**src/rtl/kmsc_pkg.sv**
```systemverilog
`default_nettype none

package kmsc_pkg;

	localparam int unsigned VAL_W     = 7;
	localparam int unsigned MODE_W    = 2;
	localparam int unsigned CFG_IDX_W = 2;
	localparam int unsigned S_DATA_W  = 16;
	localparam int unsigned M_DATA_W  = 32;

	// menu modes; the fourth code is unreachable from reset but still has defined behavior
	localparam logic [MODE_W-1:0] MODE_MAIN = 2'd0;
	localparam logic [MODE_W-1:0] MODE_TIME = 2'd1;
	localparam logic [MODE_W-1:0] MODE_TEMP = 2'd2;
	localparam logic [MODE_W-1:0] MODE_RSV  = 2'd3;

	// configuration register indexes
	localparam logic [CFG_IDX_W-1:0] REG_MAX_HOURS = 2'd0;
	localparam logic [CFG_IDX_W-1:0] REG_MIN_HOURS = 2'd1;
	localparam logic [CFG_IDX_W-1:0] REG_MIN_TEMP  = 2'd2;
	localparam logic [CFG_IDX_W-1:0] REG_MAX_TEMP  = 2'd3;

	localparam logic [VAL_W-1:0] RST_MAX_HOURS = 7'd24;
	localparam logic [VAL_W-1:0] RST_MIN_HOURS = 7'd0;
	localparam logic [VAL_W-1:0] RST_MIN_TEMP  = 7'd45;
	localparam logic [VAL_W-1:0] RST_MAX_TEMP  = 7'd65;
	localparam logic [VAL_W-1:0] RST_SETPOINT  = 7'd45;

	// knob range in the main menu selects a sub-menu
	localparam logic [VAL_W-1:0] MAIN_COUNT_MAX = 7'd2;
	localparam logic [VAL_W-1:0] MAIN_COUNT_MIN = 7'd1;

	typedef struct packed {
		logic             heat_timer_flag;
		logic             timer_start;
		logic             timer_stop;
		logic             commit_temp;
		logic [VAL_W-1:0] setpoint_temp;
		logic [VAL_W-1:0] hours_value;
		logic             commit_hours;
		logic [VAL_W-1:0] knob_count;
		logic [MODE_W-1:0] menu_mode;
	} result_t;

endpackage

`default_nettype wire

```
**src/rtl/knob_menu_setpoint_controller_top.sv**
```systemverilog
// channel   dir  tvalid/tready       payload
// s_*       in   s_tvalid/s_tready   s_tuser = op, s_tdata = knob/button sample
// m_*       out  m_tvalid/m_tready   m_tdata = mode, count, hours, setpoint, commit and timer flags
// cfg_*     in   cfg_we              cfg_index, cfg_data (no handshake, no read-back)
//
// One request per clock while s_tready is high. The state update is a single
// pass of compare and +/-1 logic, and the result is captured in a one-deep
// output register on acceptance. s_tready = !m_tvalid | m_tready, so a held result only
// blocks input while m_tready is low. arst_n clears state to the main menu,
// count 0, setpoint 45 and the limit registers to their defaults.
`default_nettype none

module knob_menu_setpoint_controller_top (
	input  wire logic                          clk,
	input  wire logic                          arst_n,
	input  wire logic                          s_tvalid,
	output      logic                          s_tready,
	// [0] op
	input  wire logic                          s_tuser,
	// [0] enc_a, [1] enc_b, [2] button, [9:3] remaining_hours, [10] timer_running
	input  wire logic [kmsc_pkg::S_DATA_W-1:0]  s_tdata,
	output      logic                          m_tvalid,
	input  wire logic                          m_tready,
	// [1:0] menu_mode, [8:2] knob_count, [9] commit_hours, [16:10] hours_value,
	// [23:17] setpoint_temp, [24] commit_temp, [25] timer_stop, [26] timer_start,
	// [27] heat_timer_flag
	output      logic [kmsc_pkg::M_DATA_W-1:0]  m_tdata,
	input  wire logic                          cfg_we,
	input  wire logic [kmsc_pkg::CFG_IDX_W-1:0] cfg_index,
	input  wire logic [kmsc_pkg::VAL_W-1:0]     cfg_data
);
	import kmsc_pkg::*;

	logic [VAL_W-1:0]  max_hours_q, min_hours_q, min_temp_q, max_temp_q;
	logic              a_ref_q, held_q;
	logic [MODE_W-1:0] mode_q;
	logic [VAL_W-1:0]  count_q, setp_q;

	logic              a_ref_d, held_d;
	logic [MODE_W-1:0] mode_d;
	logic [VAL_W-1:0]  count_d, setp_d;
	result_t           res_d, res_q;
	logic              m_tvalid_q;

	logic             enc_a, enc_b, button, timer_running, accept;
	logic [VAL_W-1:0] remaining_hours;

	assign enc_a           = s_tdata[0];
	assign enc_b           = s_tdata[1];
	assign button          = s_tdata[2];
	assign remaining_hours = s_tdata[9:3];
	assign timer_running   = s_tdata[10];

	assign s_tready = !m_tvalid_q || m_tready;
	assign accept   = s_tvalid && s_tready;
	assign m_tvalid = m_tvalid_q;
	assign m_tdata  = {{(M_DATA_W - $bits(result_t)){1'b0}}, res_q};

	always_comb begin
		a_ref_d = a_ref_q;
		held_d  = held_q;
		mode_d  = mode_q;
		count_d = count_q;
		setp_d  = setp_q;
		res_d   = '0;

		if (!s_tuser) begin
			if (enc_a != a_ref_q) begin
				if (enc_b == a_ref_q) begin
					unique case (mode_q)
						MODE_MAIN: if (count_q < MAIN_COUNT_MAX) count_d = count_q + 7'd1;
						MODE_TIME: if (count_q < max_hours_q) count_d = count_q + 7'd1;
						MODE_TEMP: begin
							priority if (count_q < min_temp_q) count_d = min_temp_q;
							else if (count_q < max_temp_q) count_d = count_q + 7'd1;
						end
						MODE_RSV: ;
					endcase
				end else begin
					unique case (mode_q)
						MODE_MAIN: if (count_q > MAIN_COUNT_MIN) count_d = count_q - 7'd1;
						MODE_TEMP: begin
							if (count_q > min_temp_q) count_d = count_q - 7'd1;
							else count_d = min_temp_q;
						end
						MODE_TIME, MODE_RSV: if (count_q > min_hours_q) count_d = count_q - 7'd1;
					endcase
				end
			end else begin
				// same level as reference: rearm for the opposite edge
				a_ref_d = ~enc_a;
			end
		end else if (button && !held_q) begin
			held_d = 1'b1;
			unique case (mode_q)
				MODE_MAIN: begin
					mode_d = count_q[MODE_W-1:0];
					if (count_q[MODE_W-1:0] == MODE_TIME) begin
						res_d.timer_stop = 1'b1;
						count_d = remaining_hours;
					end else if (count_q[MODE_W-1:0] == MODE_TEMP) begin
						count_d = setp_q;
					end
				end
				MODE_TIME: begin
					mode_d             = MODE_MAIN;
					res_d.commit_hours = 1'b1;
					res_d.hours_value  = count_q;
					if (count_q != '0) begin
						res_d.timer_start     = 1'b1;
						res_d.heat_timer_flag = 1'b1;
					end
					count_d = '0;
				end
				MODE_TEMP: begin
					mode_d                = MODE_MAIN;
					setp_d                = count_q;
					res_d.commit_temp     = 1'b1;
					res_d.heat_timer_flag = timer_running;
					count_d               = '0;
				end
				MODE_RSV: ;
			endcase
		end else if (!button && held_q) begin
			held_d = 1'b0;
		end

		res_d.menu_mode     = mode_d;
		res_d.knob_count    = count_d;
		res_d.setpoint_temp = setp_d;
	end

	always_ff @(posedge clk or negedge arst_n) begin
		if (!arst_n) begin
			max_hours_q <= RST_MAX_HOURS;
			min_hours_q <= RST_MIN_HOURS;
			min_temp_q  <= RST_MIN_TEMP;
			max_temp_q  <= RST_MAX_TEMP;
		end else if (cfg_we) begin
			unique case (cfg_index)
				REG_MAX_HOURS: max_hours_q <= cfg_data;
				REG_MIN_HOURS: min_hours_q <= cfg_data;
				REG_MIN_TEMP:  min_temp_q  <= cfg_data;
				REG_MAX_TEMP:  max_temp_q  <= cfg_data;
			endcase
		end
	end

	always_ff @(posedge clk or negedge arst_n) begin
		if (!arst_n) begin
			a_ref_q    <= 1'b0;
			held_q     <= 1'b0;
			mode_q     <= MODE_MAIN;
			count_q    <= '0;
			setp_q     <= RST_SETPOINT;
			m_tvalid_q <= 1'b0;
		end else begin
			if (accept) begin
				a_ref_q <= a_ref_d;
				held_q  <= held_d;
				mode_q  <= mode_d;
				count_q <= count_d;
				setp_q  <= setp_d;
			end
			if (accept) m_tvalid_q <= 1'b1;
			else if (m_tready) m_tvalid_q <= 1'b0;
		end
	end

	always_ff @(posedge clk) begin
		if (accept) res_q <= res_d;
	end

endmodule

`default_nettype wire

```
**config.mk**
```make
export PLATFORM = sky130hd
export DESIGN_NAME = knob_menu_setpoint_controller_top
export DESIGN_NICKNAME = d
export VERILOG_FILES = /design/src/rtl/kmsc_pkg.sv /design/src/rtl/knob_menu_setpoint_controller_top.sv
export SDC_FILE = /design/constraint.sdc
export NUM_CORES = 1
export LEC_CHECK = 0
export BUFFER_PORTS_ARGS = -buffer_cell sky130_fd_sc_hd__buf_2
export CELL_PAD_IN_SITES_DETAIL_PLACEMENT = 0
export CELL_PAD_IN_SITES_GLOBAL_PLACEMENT = 2
export CORE_MARGIN = 5
export CORE_UTILIZATION = 30
export CTS_CLUSTER_DIAMETER = 50
export DETAILED_ROUTE_END_ITERATION = 8
export PLACE_DENSITY = 0.7
export SYNTH_ARGS = -nofsm -noshare
export SYNTH_HDL_FRONTEND = slang
export SYNTH_SLANG_ARGS = --single-unit
```
**constraint.sdc**
```tcl
create_clock -name clk -period 4.1 [get_ports clk]
set_input_delay 0.615 -clock clk [delete_from_list [all_inputs] [get_ports clk]]
set_output_delay 0.615 -clock clk [all_outputs]
set_load 0.005 [all_outputs]
```
Yosys cells after proc, flatten, opt, wreduce, memory -nomap -nowiden

Cells that the tools add are included.

Register bits after elaboration: 75
Input bits: 31

Bitwise logic cells: 3
$lt $le $gt $ge: 7
Eq/ne operators: 10
Add/sub/neg operators: 2
Reduce and logical (&&, ||, !) cells: 23
Multiplexer cells: 31

Operators with widths:

| kind                                                                         | number |
|---|---|
| 7-bit 2-to-1 mux                                                             | 16 |
| 7-bit case mux with 3 select lines                                           | 2 |
| 7-bit less-than comparator                                                   | 3 |
| 7-bit > comparator                                                           | 2 |
| 7-bit case mux with 2 select lines                                           | 1 |
| 3-bit AND reduction                                                          | 4 |
| 2-bit == test, second input constant                                         | 5 |
| 2-bit AND reduction                                                          | 5 |
| 7-bit by 1-bit adder with 7-bit output, second input constant                | 1 |
| 7-bit by 1-bit > comparator with 1-bit output, second input constant         | 1 |
| 7-bit by 2-bit less-than comparator with 1-bit output, second input constant | 1 |
| 1-bit 2-to-1 mux                                                             | 7 |
| 7-bit nonzero test                                                           | 1 |
| 7-bit by 1-bit subtractor with 7-bit output, second input constant           | 1 |
| 2-bit by 1-bit == test with 1-bit output, second input constant              | 3 |
| 2-bit 2-to-1 mux                                                             | 3 |
| 2-bit zero test                                                              | 2 |
| 2-bit case mux with 2 select lines                                           | 1 |
| 2-bit nonzero test                                                           | 2 |
| 2-bit OR reduction                                                           | 2 |
| 1-bit logical AND                                                            | 3 |
| 1-bit zero test                                                              | 3 |
| 1-bit NOT                                                                    | 3 |
| 1-bit case mux with 2 select lines                                           | 1 |
| 3 further kinds                                                              | 3 |

Longest topological paths before layout

Gate-level depths: netlist of the first run.

Depth after elaboration: 7
Mapped depth: 11
Gate-level depth less buffers: 9

Least setup slack after synthesis of the first run

No wires, ideal clock.

Kind: register to register
Start point: reg count_q[0]
End point: reg res_q, in the netlist m_tdata[5], data pin
Buffers on the path: 1
Stages on the path, launching flop included: 11
Period minus slack after synthesis: 2.765 ns
Arrival: 2.497 ns
Setup slack: 1.335 ns
Required time: 3.832 ns
Path through: dfrtp_1 -> buf_2 -> inv_1 -> ha_1 -> nand3b_1 -> a21oi_4 -> nor2_1 -> a221o_2 -> nand3_1 -> nor4bb_1 -> o31ai_1

Cells in the longest elaborated chain, start to end: 7
Elaborated cells on any way between the ends: 27

RTL lines:

| item                                                                                        | line                                                                                                                      | source |
|---|---|---|
| start: declaration                                                                          | knob_menu_setpoint_controller_top.sv:37                                                                                   | `logic [VAL_W-1:0] count_q, setp_q;` |
| start signal: assignment                                                                    | knob_menu_setpoint_controller_top.sv:162                                                                                  | `count_q <= count_d;` |
| 7-bit by 1-bit adder with 7-bit output / 7-bit less-than comparator (equally long branches) | knob_menu_setpoint_controller_top.sv:71, knob_menu_setpoint_controller_top.sv:72, knob_menu_setpoint_controller_top.sv:75 |  |
| 7-bit 2-to-1 mux                                                                            | knob_menu_setpoint_controller_top.sv:75                                                                                   | `else if (count_q < max_temp_q) count_d = count_q + 7'd1;` |
| 7-bit 2-to-1 mux                                                                            | knob_menu_setpoint_controller_top.sv:74                                                                                   | `priority if (count_q < min_temp_q) count_d = min_temp_q;` |
| 7-bit case mux with 3 select lines                                                          | knob_menu_setpoint_controller_top.sv:70                                                                                   | `unique case (mode_q)` |
| 7-bit 2-to-1 mux                                                                            | knob_menu_setpoint_controller_top.sv:69                                                                                   | `if (enc_b == a_ref_q) begin` |
| 7-bit 2-to-1 mux                                                                            | knob_menu_setpoint_controller_top.sv:68                                                                                   | `if (enc_a != a_ref_q) begin` |
| 7-bit 2-to-1 mux (*)                                                                        | knob_menu_setpoint_controller_top.sv:67                                                                                   | `if (!s_tuser) begin` |
| named net count_d[3]                                                                        | knob_menu_setpoint_controller_top.sv:41                                                                                   | `logic [VAL_W-1:0] count_d, setp_d;` |
| end signal: assignment                                                                      | knob_menu_setpoint_controller_top.sv:171                                                                                  | `if (accept) res_q <= res_d;` |
| end: declaration                                                                            | knob_menu_setpoint_controller_top.sv:42                                                                                   | `result_t res_d, res_q;` |

The timed path passes the listed nets; every way through them passes the cells marked *.
A chain may end at the register's enable or synchronous reset.

Worst setup path in the final report of the first run

Start point: reg count_q[6]
End point: reg res_q, in the netlist m_tdata[6], data pin

Cells in the longest elaborated chain, start to end: 7
Elaborated cells on any way between the ends: 19

RTL lines:

| item                               | line |
|---|---|
| 7-bit less-than comparator         | knob_menu_setpoint_controller_top.sv:75 |
| 7-bit 2-to-1 mux                   | knob_menu_setpoint_controller_top.sv:75 |
| 7-bit 2-to-1 mux                   | knob_menu_setpoint_controller_top.sv:74 |
| 7-bit case mux with 3 select lines | knob_menu_setpoint_controller_top.sv:70 |
| 7-bit 2-to-1 mux (*)               | knob_menu_setpoint_controller_top.sv:69 |
| 7-bit 2-to-1 mux (*)               | knob_menu_setpoint_controller_top.sv:68 |
| 7-bit 2-to-1 mux (*)               | knob_menu_setpoint_controller_top.sv:67 |
| named net count_d[4]               | knob_menu_setpoint_controller_top.sv:41 |

Marked as above.

==> impl_metrics.tcl, run 1 <==
set metrics [dict create \
    hpwlAfterDp_mm 12.25 \
    post-route-min-period_ns 3.322 \
    ios 65 \
    layout.nets 703 \
    clock_skew_ns 0.009838 \
    grt_start_max_net_pins 36 \
    grt_pass1_wl_mm 26.75 \
    critPathKind "reg -> reg" \
    slew_violations 0 \
    drc_errors 0 \
    leakage_nw 2.622 \
    required_ns 4.18 \
    async_flop_share 0.6267 \
    grt-busiest-layer "met2" \
    ys_seq_elements 75 \
    crit_cells 7 \
    final_layout_size_suffix_gt1_frac 0.2418 \
    use_met3 0.02744 \
    critPathSlowestCell "dfrtp_1" \
    cp_num_buf_inv 0 \
    die_area_mm2 0.02107 \
    cts-resized-gates 0 \
    ys_warn_count 0 \
    htree_levels 3 \
    syn_inst 584 \
    crit_chain "ha_1 -> and4_1 -> a221oi_4 -> and3_2 -> o21ai_0 -> a211oi_1 -> a21oi_1" \
    crit_fanout 11 \
    cp-start-kind "flip-flop" \
    cpPeakStageDelay_ns 0.67 \
    critPathArrivalTime_ns 3.40 \
    port_buffers 55 \
    fp.dieH_um 145.2 \
    ctsLongestPathBuffers 2 \
    cts.sinks 75 \
    cp-end-kind "flip-flop" \
    path_clk_slew_ns 0.07 \
    hold_viol_final 0 \
    drtPass1Iterations 5 \
    crit_family "compound AO/OA/AOI/OAI gates" \
    coreArea_mm2 0.01796 \
    yosysUniqueCellTypes 83 \
    r2r_cells 7 \
    grt.met2_usage 0.2581 \
    total_power_w 0.004784 \
    clock.fmax_ghz 0.3010 \
    setup_tns_ns 0 \
    n_antenna_cell 0 \
    cts_tree "yes" \
    setup_violations 0 \
    gp_congestion 0.8425 \
    syn_area_mm2 0.005482 \
    grt_usage 0.1577 \
    fp.dieW_um 145.2 \
    grt_overflow_total 0 \
    grt_util_met1 0.2123 \
    clk_latency_ns 0.34 \
    synth_area_per_cell_um2 9.386 \
    rows 49 \
    cts_buffers 9 \
    drt-total-wl_mm 16.70 \
    area_delta_synth_final_pct 14.54 \
    worst_pin_slew_ns 0.8523 \
    synth_edf_count 28 \
    grt_pass1_vias 4791 \
    ys_seq_area_frac 0.3707 \
    vias 4687 \
    vias_per_cell 5.387 \
    drt_iter0_markers 338 \
    worst_hold_path_type "in -> async" \
    wl_per_cell_um 19.19 \
    maxCapViolCount 0 \
    hold_buffers 0 \
    antenna_found_initial 0 \
    post_cts_buffers 0 \
    initial_core_util 0.3051 \
    layout.cells.non_filler 870 \
    min_period_over_period 0.8102 \
    p_per_area_mw_per_mm2 762.0 \
    cts_root_buf "clkbuf_16" \
    place_inst 854 \
    ys.flop_type "dfrtp_1" \
    ant_nets 0 \
    vdd_drop_max_mv 0.2393 \
    relSlewSlack 0.4299 \
    rsz0062_at_grt "false" \
    status "finished, final reports clean" \
]
## routing by layer
layer / vias to the layer above / wire (um)
met5: - / 0
met1: 2299 / 7712
met3: 28 / 659
met4: 0 / 348
met2: 121 / 7975
li1: 2239 / -
## cells in the mapped netlist, types with 8 or more instances
cell type	instances	area, um^2
a31oi_1	8	50.05
a21oi_1	35	175.2
ha_1	36	450.4
o22ai_1	9	56.30
o21ai_0	28	140.1
dfstp_2	12	315.3
edfxtp_1	28	840.8
mux2_2	30	337.8
nand2_1	69	259.0
clkbuf_1	19	71.32
nor2_1	40	150.1
and2_1	9	56.30
inv_1	33	123.9
nand3_1	18	90.09
dfrtp_1	35	875.8
mux2i_1	13	130.1
## cell type report
cell class | count | area, um^2
fill | 1816 | 11690
multi-input combinational | 442 | 3122
sequential | 75 | 2032
timing repair buffer | 74 | 417.9
tap | 229 | 286.5
clock buffer | 10 | 229.0
inverter | 34 | 127.6
clock inverter | 6 | 63.81
## worst reg2reg max path, delay by kind of cell, from the launching register on
| family | cells | cell delay, ns |
|---|---|---|
| and+or+nand+nor | 2 | 0.59 |
| adders and majority gates | 1 | 0.40 |
| DFF | 1 | 0.67 |
| AOI/OAI and AO/OA | 4 | 1.40 |
## worst paths after layout
path	start	endpoint	slack [ns]
worst max-delay path	count_q[6]	m_tdata[6]	0.78
min in group clk	setp_q[2]	setp_q[2]	0.47
max in group asynchronous	arst_n	setp_q[0]	2.99
worst min register to register	setp_q[2]	setp_q[2]	0.47
worst min-delay path	arst_n	min_hours_q[2]	0.33
worst max register to register	count_q[6]	m_tdata[6]	0.78
## metrics by stage
stage / util / hold slack [ns] / setup WS (ns) / instance area, um^2
2_1_floorplan: - / 0.3194 / 1.335 / 5493
3_3_place_gp: 0.3332 / 0.4539 / 0.8770 / 5986
3_5_place_dp: 0.3332 / 0.4574 / 0.8952 / 5986
4_1_cts: 0.3495 / 0.3492 / 0.8731 / 6279
5_1_grt: 0.3495 / 0.3871 / 0.6989 / 6279
6_report: 0.3495 / 0.3285 / 0.7782 / 6279
## layout by cell type, fill, tap and decap left out, types with 3 or more instances in the layout
| master | netlist | layout |
|---|---|---|
| a311oi_1 | 3 | 3 |
| a31oi_1 | 8 | 8 |
| o31ai_1 | 4 | 4 |
| buf_2 | 5 | 55 |
| o21ai_1 | 4 | 4 |
| edfxtp_1 | 28 | 28 |
| nand2_1 | 69 | 69 |
| nor3_1 | 5 | 5 |
| nand3_1 | 18 | 18 |
| nor2_1 | 40 | 40 |
| and3_1 | 7 | 7 |
| o2111ai_1 | 5 | 5 |
| a211oi_1 | 4 | 4 |
| a21oi_1 | 35 | 35 |
| nand2b_1 | 4 | 4 |
| clkbuf_16 | 0 | 9 |
| ha_1 | 36 | 36 |
| mux2_2 | 30 | 30 |
| a21o_1 | 4 | 4 |
| conb_1 | 1 | 4 |
| o311a_1 | 4 | 4 |
| o211ai_1 | 4 | 4 |
| o21ai_0 | 28 | 28 |
| nand4_1 | 7 | 7 |
| xnor2_1 | 7 | 7 |
| a311o_1 | 3 | 3 |
| dfstp_2 | 12 | 12 |
| nand3b_1 | 6 | 6 |
| mux2i_1 | 13 | 13 |
| xor2_1 | 3 | 3 |
| inv_1 | 33 | 33 |
| nor2b_1 | 7 | 7 |
| and2_1 | 9 | 9 |
| o21a_1 | 3 | 3 |
| dfrtp_1 | 35 | 35 |
| buf_4 | 4 | 19 |
| o22ai_1 | 9 | 9 |
## kinds of logic (layout without fill, tap and decap cells)
| logic type | after synthesis | count (layout) | share of synthesized area |
|---|---|---|---|
| simple gates | 192 | 192 | 0.1742 |
| compound gates | 155 | 155 | 0.2020 |
| flops | 75 | 75 | 0.3707 |
| buf+inv | 70 | 124 | 0.06186 |
| mux | 44 | 44 | 0.08742 |
| fa+ha+maj | 36 | 36 | 0.08217 |
| xor+xnor | 11 | 11 | 0.02100 |
| other cells | 1 | 4 | 0.0006841 |
## registers in the layout (all words and copies together) (netlist names), 2 cells and up
register     count
count_q          7
max_temp_q       7
min_hours_q      7
mode_q           2
m_tdata         28
setp_q           7
min_temp_q       7
max_hours_q      7
## power by group
| group | switching (W) | internal (W) |
|---|---|---|
| clock | 0.000327 | 0.000473 |
| sequential | 0.000187 | 0.00101 |
| combinational | 0.00173 | 0.00105 |
No activity file was read; power rests on OpenSTA's default activity.
==> inputs of run 2 (changes only) <==
clock period = 3.2 ns   (was 4.1 ns; I/O delays follow)
==> run 2 against run 1 <==
Compared with the run above: routed wire length down 0.28%; clock skew down 0.0023 ns; first-iteration DRC count down 2.1%; count of clock-buffer cells in the layout unchanged; sequential cell count unchanged; sequential power up 27%; cell count up 1.8%; combinational power up 34%; critical path depth unchanged; global-route usage down 0.12 points; utilization up 0.82 points; power up 31%.
==> impl_metrics.tcl, run 2 (synthesis results as in run 1) <==
set metrics [dict create \
    status "finished, final reports clean" \
    clk_latency_ns 0.34 \
    clock_skew_ns 0.007547 \
    rsz0062_at_grt "false" \
    cp_num_buf_inv 0 \
    cts.sinks 75 \
    cp-start-kind "flip-flop" \
    setup_violations 0 \
    grt_start_max_net_pins 46 \
    drt-total-wl_mm 16.65 \
    ios 65 \
    crit_fanout 8 \
    fp.dieH_um 145.2 \
    htree_levels 3 \
    worst_hold_path_type "in -> reg" \
    cp-end-kind "flip-flop" \
    drc_errors 0 \
    comb_power_share 0.595 \
    p_sw_w 0.002893 \
    timing.final.ws_setup_ns 0.1198 \
    final_cell_mix "nand2_1 (69), buf_2 (55), nor2_1 (40)" \
    crit_chain "ha_1 -> and4_1 -> a221oi_4 -> xnor2_1 -> a311oi_1 -> o2111ai_1 -> a22o_1" \
    hold_buffers 0 \
    hold_viol_final 0 \
    critPathSlowestCell "dfrtp_1" \
    cts_root_buf "clkbuf_16" \
    p_sw_frac 0.4612 \
    coreArea_mm2 0.01796 \
    final_util 0.3577 \
    critPathKind "reg -> reg" \
    dp_slack_ns 0.09723 \
    hpwlAfterDp_mm 12.38 \
    crit_family "compound AO/OA/AOI/OAI gates" \
    slew_violations 0 \
    vias 4712 \
    port_buffers 55 \
    n_antenna_cell 0 \
    gp_congestion 0.8626 \
    leakage_nw 2.710 \
    vias_per_cell 5.318 \
    required_ns 3.29 \
    clock_power_share 0.162 \
    path_clk_slew_ns 0.06 \
    layout_commonest_cell "nand2_1" \
    rows 49 \
    area_delta_synth_final_pct 17.23 \
    maxCapViolCount 0 \
    grt_pass1_vias 4746 \
    critPathArrivalTime_ns 3.17 \
    cts_buffers 9 \
    post-route-min-period_ns 3.080 \
    wl_per_cell_um 18.79 \
    antenna_found_initial 0 \
    vdd_drop_max_mv 0.2723 \
    clock.fmax_ghz 0.3247 \
    p_per_area_mw_per_mm2 976.2 \
    relSlewSlack 0.2351 \
    cts_tree "yes" \
    grt_overflow_total 0 \
    die_area_mm2 0.02107 \
    setup_tns_ns 0 \
    drt_iter0_markers 331 \
    layout.nets 719 \
    n_fill_cell 1841 \
    cpPeakStageDelay_ns 0.62 \
    ctsLongestPathBuffers 2 \
    min_period_over_period 0.9626 \
    worst_pin_slew_ns 1.147 \
    internal_power_w 0.003380 \
    largest_register_ffs 28 \
    initial_core_util 0.3051 \
    grt_usage 0.1565 \
    grt_pass1_wl_mm 26.36 \
    ant_nets 0 \
    fp.dieW_um 145.2 \
    drtPass1Iterations 5 \
    p_seq_frac 0.243 \
    final_layout_size_suffix_gt1_frac 0.2664 \
]
## run 2: path summary, 6_finish.rpt
path                            startpoint            end  slack (ns)  cells past startpoint
min in group asynchronous           arst_n  max_temp_q[1]        0.37                      1
worst max-delay path            count_q[6]     m_tdata[2]        0.12                      7
max in group asynchronous           arst_n      setp_q[2]        2.07                      2
worst min register to register   setp_q[5]      setp_q[5]        0.47                      2
worst max register to register  count_q[6]     m_tdata[2]        0.12                      7
worst min-delay path              s_tvalid       m_tvalid        0.34                      2
## run 2: metal layers
| layer | GRT usage | share of wire | routed length (um) |
|---|---|---|---|
| met1 | 0.2128 | 0.46 | 7589 |
| met2 | 0.2530 | 0.47 | 7861 |
| met3 | 0.02463 | 0.048 | 795 |
| met4 | 0.05550 | 0.024 | 403 |
| met5 | 0 | 0 | 0 |
## run 2: metrics by stage
stage                     cell area [um^2]  hold slack [ns]  cells  total power [W]
final                                 6426           0.3423    886         0.006273
after global routing                  6426           0.3462    886         0.006738
after CTS                             6405           0.3348    885         0.006271
after detailed placement              6111           0.4580    869         0.005226
after global placement                6111           0.4562    869         0.005183
after floorplan                       5493           0.1844    587         0.004005
## run 2: timing repair
action | 4_1_cts | 5_1_grt
buffers inserted | 0 | 1
hold endpoints to repair | 0 | 0
setup endpoints to repair | 0 | 4
gates resized for setup | 0 | 3
## run 2: power groups by stage
stage	logic [W]	clock network (W)	registers, W
after floorplan	0.00254	0	0.00147
after detailed placement	0.00368	0	0.00154
after CTS	0.00370	0.00104	0.00153
after global placement	0.00365	0	0.00153
after global routing	0.00409	0.00109	0.00156
final	0.00373	0.00102	0.00152
## run 2: layout make-up
class	instances	area, um^2	area share
tap	229	286.5	0.04459
multi-input combinational	442	3136	0.4879
clock inverter	6	65.06	0.01012
inverter	34	127.6	0.01986
timing repair buffer	90	550.5	0.08567
sequential	75	2032	0.3162
clock buffer	10	229.0	0.03563
